==> config.mk <==
export PLATFORM = sky130hd
export DESIGN_NAME = radix_digit_converter_core
export DESIGN_NICKNAME = d
export VERILOG_FILES = /design/src/rtl/rdc_pkg.sv /design/src/rtl/radix_digit_converter_core.sv
export VERILOG_INCLUDE_DIRS = /design/src /design/src/rtl
export SDC_FILE = /design/constraint.sdc
export NUM_CORES = 2
export LEC_CHECK = 0
export ABC_AREA = 0
export BUFFER_PORTS_ARGS = -buffer_cell sky130_fd_sc_hd__buf_2
export CAP_MARGIN = 20
export CORE_MARGIN = 2
export CORE_UTILIZATION = 42
export CTS_BUF_LIST = sky130_fd_sc_hd__clkbuf_2 sky130_fd_sc_hd__clkbuf_4 sky130_fd_sc_hd__clkbuf_8
export DETAILED_ROUTE_END_ITERATION = 12
export GPL_TIMING_DRIVEN = 0
export PLACE_DENSITY = 0.64
export REMOVE_ABC_BUFFERS = 1
export SETUP_SLACK_MARGIN = 0.15
export SYNTH_ARGS = -nofsm -noshare
export SYNTH_HDL_FRONTEND = slang
export SYNTH_SLANG_ARGS = --single-unit
==> constraint.sdc <==
create_clock -name clk -period 10.13 [get_ports clk]
set_input_delay 1.5195 -clock clk [delete_from_list [all_inputs] [get_ports clk]]
set_output_delay 1.5195 -clock clk [all_outputs]
set_load 0.05 [all_outputs]
==> src/rtl/radix_digit_converter_core_defines.svh <==
// Assertion macros for the radix digit converter core.
// Used by files under rtl that write concurrent assertions; no other dependencies.
`ifndef RADIX_DIGIT_CONVERTER_CORE_DEFINES_SVH
`define RADIX_DIGIT_CONVERTER_CORE_DEFINES_SVH

// Same-cycle implication, disabled during reset.
`define RDC_ASSERT_SAME(label, clk, rst, ante, cons, msg) \
  label: assert property (@(posedge clk) disable iff (rst) (ante) |-> (cons)) \
    else $error(msg);

// Next-cycle implication, disabled during reset.
`define RDC_ASSERT_NEXT(label, clk, rst, ante, cons, msg) \
  label: assert property (@(posedge clk) disable iff (rst) (ante) |=> (cons)) \
    else $error(msg);

`endif

==> src/rtl/rdc_pkg.sv <==
// Package for the radix digit converter: request/result types, status codes,
// reciprocal table and a function for the saturation value. No dependencies.
package rdc_pkg;

  typedef struct packed {
    logic [3:0]  from_base;
    logic [3:0]  to_base;
    logic [29:0] number;
  } req_t;

  typedef struct packed {
    logic [63:0] converted;
    logic [1:0]  status;
  } rsp_t;

  localparam logic [1:0] ST_OK       = 2'd0;
  localparam logic [1:0] ST_BADBASE  = 2'd1;
  localparam logic [1:0] ST_OVERFLOW = 2'd2;

  localparam logic [3:0] BASE_MIN = 4'd2;
  localparam logic [3:0] BASE_MAX = 4'd10;
  localparam logic [3:0] TEN      = 4'd10;

  // floor(2^32 / b) for the legal bases
  function automatic logic [31:0] recip(input logic [3:0] b);
    logic [31:0] r;
    unique case (b)
      4'd2:    r = 32'h8000_0000;
      4'd3:    r = 32'h5555_5555;
      4'd4:    r = 32'h4000_0000;
      4'd5:    r = 32'h3333_3333;
      4'd6:    r = 32'h2AAA_AAAA;
      4'd7:    r = 32'h2492_4924;
      4'd8:    r = 32'h2000_0000;
      4'd9:    r = 32'h1C71_C71C;
      4'd10:   r = 32'h1999_9999;
      default: r = 32'h0000_0000;
    endcase
    return r;
  endfunction

  // n decimal nines
  function automatic logic [63:0] nines(input int n);
    logic [63:0] p;
    p = 64'd1;
    for (int i = 0; i < n; i++) begin
      p = p * 64'd10;
    end
    return p - 64'd1;
  endfunction

endpackage

==> src/rtl/radix_digit_converter_core.sv <==
// Radix digit converter core: sequencer around one shared divide-by-small unit.
// Depends on rdc_pkg and radix_digit_converter_core_defines.svh.
//
// A request is taken when start is high and busy is low. A bad base answers on
// done in the next cycle and leaves the core free. Otherwise the core stays busy:
// each decimal input digit and each output digit goes through the shared divide
// unit as a reciprocal multiply, then a remainder correction, and each phase is
// closed by a flush step before the core goes on. On overflow the core stops
// after OUT_DIGITS digits without closing the second phase and reports the
// saturated value. done is high for exactly one cycle and the result must be
// captured then; the core never waits on it.
`include "radix_digit_converter_core_defines.svh"

module radix_digit_converter_core
  import rdc_pkg::*;
#(
  parameter int IN_DIGITS  = 9,
  parameter int OUT_DIGITS = 19
) (
  input  logic clk,
  input  logic rst,
  input  logic start,
  output logic busy,
  input  req_t request,
  output logic done,
  output rsp_t result
);

  localparam int CNT_MAX = (IN_DIGITS > OUT_DIGITS) ? IN_DIGITS : OUT_DIGITS;
  localparam int CNT_W = $clog2(CNT_MAX + 1);
  localparam logic [CNT_W-1:0] IN_LAST = CNT_W'(IN_DIGITS);
  localparam logic [CNT_W-1:0] OUT_LAST = CNT_W'(OUT_DIGITS);
  localparam logic [63:0] SAT_VALUE = nines(OUT_DIGITS);

  localparam logic [1:0] S_IDLE  = 2'd0;
  localparam logic [1:0] S_MUL   = 2'd1;
  localparam logic [1:0] S_FIX   = 2'd2;
  localparam logic [1:0] S_FLUSH = 2'd3;

  logic [1:0]       state;
  logic             pend;
  logic             conv;
  logic [CNT_W-1:0] cnt;
  logic [29:0]      t;
  logic [3:0]       divisor;
  logic [3:0]       to_b;
  logic [29:0]      qest;
  logic [3:0]       r;
  logic [63:0]      acc;
  logic [63:0]      scale;
  logic [3:0]       mulby;

  logic             bad_base;
  logic [61:0]      prod;
  logic [33:0]      qb;
  logic [33:0]      rem_full;
  logic [4:0]       rem;
  logic [4:0]       div2;
  logic             fix_ge;
  logic [29:0]      q_fix;
  logic [3:0]       r_fix;
  logic [CNT_W-1:0] cnt_inc;
  logic [63:0]      acc_sum;
  logic [63:0]      scale_mul;

  assign busy = (state != S_IDLE);

  assign bad_base = (request.from_base < BASE_MIN) || (request.from_base > BASE_MAX) ||
                    (request.to_base < BASE_MIN) || (request.to_base > BASE_MAX);

  assign prod      = 62'(t) * 62'(recip(divisor));
  assign qb        = 34'(qest) * 34'(divisor);
  assign rem_full  = 34'(t) - qb;
  assign rem       = rem_full[4:0];
  assign div2      = {divisor, 1'b0};
  assign fix_ge    = (rem >= {1'b0, divisor});
  assign q_fix     = fix_ge ? (qest + 30'd1) : qest;
  assign r_fix     = fix_ge ? 4'(rem - {1'b0, divisor}) : rem[3:0];
  assign cnt_inc   = cnt + 1'b1;
  assign acc_sum   = acc + (scale * 64'(r));
  assign scale_mul = scale * 64'(mulby);

  always_ff @(posedge clk) begin
    if (rst) begin
      state <= S_IDLE;
      done  <= 1'b0;
      pend  <= 1'b0;
      conv  <= 1'b0;
    end else begin
      done <= 1'b0;
      unique case (state)
        S_IDLE: begin
          if (start) begin
            if (bad_base) begin
              result <= '{converted: 64'd0, status: ST_BADBASE};
              done   <= 1'b1;
            end else begin
              t       <= request.number;
              divisor <= TEN;
              to_b    <= request.to_base;
              mulby   <= request.from_base;
              acc     <= 64'd0;
              scale   <= 64'd1;
              cnt     <= '0;
              pend    <= 1'b0;
              conv    <= 1'b0;
              state   <= S_MUL;
            end
          end
        end
        S_MUL: begin
          qest <= prod[61:32];
          if (pend) begin
            acc   <= acc_sum;
            scale <= scale_mul;
            pend  <= 1'b0;
          end
          state <= S_FIX;
        end
        S_FIX: begin
          t    <= q_fix;
          r    <= r_fix;
          pend <= 1'b1;
          cnt  <= cnt_inc;
          if (!conv) begin
            state <= (cnt_inc == IN_LAST) ? S_FLUSH : S_MUL;
          end else if (q_fix == 30'd0) begin
            state <= S_FLUSH;
          end else if (cnt_inc == OUT_LAST) begin
            result <= '{converted: SAT_VALUE, status: ST_OVERFLOW};
            done   <= 1'b1;
            pend   <= 1'b0;
            state  <= S_IDLE;
          end else begin
            state <= S_MUL;
          end
        end
        S_FLUSH: begin
          pend <= 1'b0;
          if (!conv) begin
            t       <= acc_sum[29:0];
            divisor <= to_b;
            mulby   <= TEN;
            acc     <= 64'd0;
            scale   <= 64'd1;
            cnt     <= '0;
            conv    <= 1'b1;
            state   <= S_MUL;
          end else begin
            result <= '{converted: acc_sum, status: ST_OK};
            done   <= 1'b1;
            state  <= S_IDLE;
          end
        end
        default: state <= S_IDLE;
      endcase
    end
  end

  `RDC_ASSERT_SAME(a_done_idle, clk, rst, done, !busy, "result strobed while busy")
  `RDC_ASSERT_SAME(a_rem_bound, clk, rst, state == S_FIX, rem_full < 34'(div2),
                   "reciprocal quotient off by more than one")
  `RDC_ASSERT_NEXT(a_bad_base, clk, rst, start && !busy && bad_base,
                   done && (result.status == ST_BADBASE), "bad base not reported")
  `RDC_ASSERT_SAME(a_divisor_ok, clk, rst, busy,
                   (divisor >= BASE_MIN) && (divisor <= BASE_MAX), "divisor out of range")

endmodule
# == After elaboration in Yosys (flattened, before gate mapping) ==
# Memories as Yosys holds them, arrays and structs flattened. A register that Yosys moved wholly into a read port is not among the register bits.
# Index checks and enable logic that the tools add are counted.
# word_totals
reg_bits,280
romBits,512
inputBits,41
out_inout_bits,68
wordCells,123
mem_count,1
# memory_table
memory,depth,word_bits,rd,rd_ports_with_merged_regs,write_ports,line_no,rtl
(name not given),16,32,1,1,0,rdc_pkg.sv:27,unique case (b)
# op_classes
n_addsub,5
multipliers,4
n_lt_le_gt_ge,5
eq_ne,14
mux,58
n_bitwise,2
reduce_logical,19
# ops
operator,count
$mux 64,8
$mux 66,6
$pmux 64 s3,2
$pmux 66 s3,1
$mul 64x4->64,2
$mux 30,4
$pmux 30 s3,1
$add 64x64->64,1
$mul 30x32->62,1
$mux 4,8
$add 30x1->30 const B,1
$logic_not 30->1,1
$mul 30x4->5,1
$ne 2x2->1 const B,9
$pmux 4 s2,2
$mux 5,3
$pmux 5 s3,1
$mux 1,13
$mux 2,5
$reduce_and 5->1,2
$gt 4x4->1 const B,2
$lt 4x2->1 const B,2
$pmux 2 s4,1
$reduce_and 8->1,1
20 further kinds,29

# == Longest topological paths before layout ==
# logic_depth
word_depth,8
depth_mapped,29
mapped_depth_nobuf,28

# == Least setup slack after synthesis ==
# OpenSTA, ideal clock, no wires.
# synth_path
path_kind,reg2reg
start,register qest[2]
end,register result[0] (netlist name) (enable)
setup_time_ps,572
arrival_ps,8626
required_ps,9558
slack_ps,933
stages_incl_launch_ff,19
period_less_slack_ps,9197
cell_sequence,edfxtp_1 -> clkbuf_1 -> and2_1 -> fa_1 -> ha_1 -> inv_1 -> fa_1 -> ha_1 -> xnor2_1 -> ha_1 -> a41oi_1 -> and2_1 -> clkbuf_1 -> a2111oi_2 -> mux2_2 -> o22ai_1 -> o211ai_2 -> nor4b_1 -> nor3_1
# synth_between
elab_chain_len,7
# synth_lines
element,line_no,rtl
from (decl),radix_digit_converter_core.sv:47,logic [29:0] qest;
from (signal assigned),radix_digit_converter_core.sv:112,qest <= prod[61:32];
$mul 30x4->5,radix_digit_converter_core.sv:72,assign qb = 34'(qest) * 34'(divisor);
$sub 5x5->5,radix_digit_converter_core.sv:73,assign rem_full = 34'(t) - qb;
$ge 5x4->1,radix_digit_converter_core.sv:76,"assign fix_ge = (rem >= {1'b0, divisor});"
$mux 30 *,radix_digit_converter_core.sv:77,assign q_fix = fix_ge ? (qest + 30'd1) : qest;
$logic_not 30->1 *,radix_digit_converter_core.sv:127,end else if (q_fix == 30'd0) begin
$ne 2x2->1 (no source line) *,n/a,
$reduce_and 8->1 (no source line) *,n/a,
to (signal assigned),radix_digit_converter_core.sv:95,"result <= '{converted: 64'd0, status: ST_BADBASE};"
to (signal assigned),radix_digit_converter_core.sv:130,"result <= '{converted: SAT_VALUE, status: ST_OVERFLOW};"
to (signal assigned),radix_digit_converter_core.sv:150,"result <= '{converted: acc_sum, status: ST_OK};"
to (decl),radix_digit_converter_core.sv:26,output rsp_t result
# Mark *: on every way between the ends. The rest lies on a longest branch, timed or not.
# A chain may end at the register's enable or synchronous reset.

# == Final worst setup path ==
# layout_path
start,register t[6]
end,register qest[26] (data pin)
# layout_between
elab_chain_len,1
# layout_lines
element,line_no,rtl
from (decl),radix_digit_converter_core.sv:44,logic [29:0] t;
from (signal assigned),radix_digit_converter_core.sv:98,t <= request.number;
from (signal assigned),radix_digit_converter_core.sv:121,t <= q_fix;
from (signal assigned),radix_digit_converter_core.sv:141,t <= acc_sum[29:0];
$mul 30x32->62,radix_digit_converter_core.sv:71,assign prod = 62'(t) * 62'(recip(divisor));
net prod[58],radix_digit_converter_core.sv:54,logic [61:0] prod;
# The timed path passes the listed nets, and every way through them passes these cells.

==> impl_metrics.env <==
export IMPL_outcome="complete, no violations"
export IMPL_postCtsResizedCells=0
export IMPL_use_met2_pct=38.5
export IMPL_first_global_vias=40500
export IMPL_dieArea_um2=124000
export IMPL_worstSetupPathType="reg2reg"
export IMPL_place_gp_congestion=0.936
export IMPL_power_density_nw_per_um2=157
export IMPL_routed_via_count=38200
export IMPL_port_buffers=108
export IMPL_design_area_um2=54900
export IMPL_h_tree_depth=2
export IMPL_grt_usage_pct=24.1
export IMPL_hp_class="reg2reg"
export IMPL_nets=6784
export IMPL_route_detailed_drc=0
export IMPL_cts_buffers=54
export IMPL_clock_skew_ns=0.0418
export IMPL_grt_max_degree=60
export IMPL_ios=109
export IMPL_drt_iter0_markers=2905
export IMPL_vias_per_cell=5.39
export IMPL_ys_flop_type="edfxtp_1"
export IMPL_crit_path_frequent_cell="fa_1"
export IMPL_wl_um=146000
export IMPL_place_ws_ns=0.788
export IMPL_fmax_ghz=0.106
export IMPL_tns_ns=0
export IMPL_cts_tree="built"
export IMPL_clkTransAtPathRegs_ns=0.06
export IMPL_worst_slew_pin_slew_ns=1.13
export IMPL_dp_hpwl_um=115000
export IMPL_clock_path_buffers=3
export IMPL_async_flop_share_pct=0
export IMPL_root_buffer="clkbuf_8"
export IMPL_yosysTopAreaCellShare_pct=33.5
export IMPL_synth_area_um2=50900
export IMPL_yosysUniqueCellTypes=81
export IMPL_numPlacedInstances=6995
export IMPL_synth_seq_cells=295
export IMPL_worst_ep_required_time_ns=10.54
export IMPL_synth_warnings=0
export IMPL_cts_sinks=295
export IMPL_slowest_delay_ns=1.02
export IMPL_clock_latency_ns=0.69
export IMPL_coreArea_um2=120000
export IMPL_grt_pass1_wl_um=233000
export IMPL_rsz0062_at_grt="no"
export IMPL_antenna_found_initial=5
export IMPL_power_leakage_nw=27.0
export IMPL_slew_headroom_pct=24.6
export IMPL_finalSetupViolations=0
export IMPL_gr_usage_met3_pct=3.66
export IMPL_ys_seq_area_share_pct=17.0
export IMPL_fp_row_count=127
export IMPL_cts_hold_buf=0
export IMPL_busiest_layer="met2"
export IMPL_power_mw=8.60
export IMPL_grt_overflow=0
export IMPL_syn_mean_instance_area_um2=9.34
export IMPL_synthCells=5448
export IMPL_dr_pass1_iters=6
export IMPL_met1_usage_pct=33.3
export IMPL_wire_per_inst_um=20.6
export IMPL_final_cell_count_no_fill=7100
export IMPL_setup_ws_ns=0.676
export IMPL_hold_violations=0
export IMPL_synth_edf_count=275
export IMPL_arrival_ns=9.87
export IMPL_final_min_clock_period_ns=9.45
export IMPL_critPathLaunchType="flip-flop"
export IMPL_drv_cap=0
export IMPL_die_h_um=352
export IMPL_placed_area_um2=53700
export IMPL_start_util_pct=42.4
export IMPL_drv_slew=0
export IMPL_final_antenna_net_count=0
export IMPL_peakVddDrop_uv=256
export IMPL_area_growth_pct=7.91
export IMPL_end_kind="flip-flop"
export IMPL_critical_path_slowest_cell="edfxtp_1"
export IMPL_cts_setup_buffers=0
export IMPL_cp_max_fo=15
export IMPL_die_w_um=352
export IMPL_fin_crit_sh_pct=93.3
export IMPL_synth_area_leaders="fa_1 (34%), edfxtp_1 (16%), ha_1 (11%)"
export IMPL_drive_above_1_share_pct=5.85
export IMPL_synth_top_area_cell="fa_1"
==> final cells by class <==
cell class,count,area [µm²]
Fill cell,11500,65100
Antenna cell,3,7.51
Sequential cell,295,8680
Inverter,973,3650
Tap cell,1612,2020
Timing Repair Buffer,161,1630
Clock inverter,30,248
Clock buffer,71,896
Multi-Input combinational cell,3955,37800
==> report_power, final <==
group | switching, mW | internal (mW) | total [mW]
sequential | 0.0825 | 1.50 | 1.58
clock | 0.598 | 0.681 | 1.28
combinational | 3.55 | 2.19 | 5.74
total | 4.23 | 4.37 | 8.60
==> cell usage in the layout (no fill, tap or decap), drive strengths merged, types with 6 or more instances in the layout <==
cell type,synthesis,layout
or2,8,8
nor4,10,10
a22o,9,9
clkbuf,214,71
a21oi,238,238
and3,40,40
and2,426,426
o31ai,14,14
a2111oi,6,6
a211oi,18,18
ha,451,451
a31o,8,8
edfxtp,275,275
xnor2,150,150
o211ai,25,25
xor2,102,102
clkinv,0,23
dfxtp,20,20
nand3,36,36
buf,11,160
or3,9,9
a21o,133,133
o21ai,120,120
a31oi,25,25
o21a,21,21
mux2,6,6
inv,973,974
nor2b,10,10
a21boi,6,6
nand4,60,60
nor2,242,242
mux2i,11,11
o21bai,44,44
nor3,40,40
a22oi,7,7
nand2b,17,17
fa,852,852
nand2,728,728
==> kinds of logic (layout without fill, tap and decap cells) <==
group	count (synthesis)	after routing	share of synthesized area (%)
other	0	3	0
AND/OR/NAND/NOR	1649	1649	15.4
buffers and inverters	1198	1235	8.85
AO/OA/AOI/OAI	734	734	9.35
multiplexers	17	17	0.349
adder cells (fa/ha/maj)	1303	1303	44.6
XOR/XNOR	252	252	4.38
flip-flops	295	295	17.0
==> stage by stage <==
step | hold WS (ns) | utilization (%)
CTS | 0.555 | 45.8
global route | 0.588 | 45.8
finish | 0.559 | 45.8
floorplan | 0.485 | -
global placement | 0.526 | 43.8
detailed placement | 0.542 | 44.8
==> critical path, delay by kind of cell, from the launching register on <==
kind	cells	cell delay, ns
AOI/OAI and AO/OA	8	2.61
buffers and inverters	5	0.28
adders and majority gates	9	4.45
and+or+nand+nor	2	0.66
xor gates and xnor gates	1	0.17
DFF	1	1.02
==> layer usage <==
metal	routed length [µm]	vias up
li1	-	17300
met1	63200	19400
met2	67000	1341
met3	10900	269
met4	5290	2
met5	10	-
==> registers in the layout, summed over array words and instances (netlist names), named ones only <==
signal	count
mulby	4
conv	1
divisor	4
acc	64
done	1
scale	64
to_b	4
pend	1
result	66
state	2
qest	30
cnt	5
r	4
t	30
==> cell usage after synthesis, types with 44 or more instances <==
cell and count:
a21oi_1 238, nor2_1 241, edfxtp_1 275, and2_1 420
o21bai_1 44, a21o_1 133, nand4_1 60, nand2_1 727
xnor2_1 148, inv_1 973, fa_1 852, clkbuf_1 214
xor2_1 101, o21ai_0 118, ha_1 451
==> path summary, 6_finish.rpt <==
kind | startpoint | end | slack, ns | cells after the start
max | t[6] | qest[26] | 0.68 | 25
min | conv | conv | 0.56 | 2
max reg2reg | t[6] | qest[26] | 0.68 | 25
min reg2reg | conv | conv | 0.56 | 2
(Power assumes the default switching activity.)
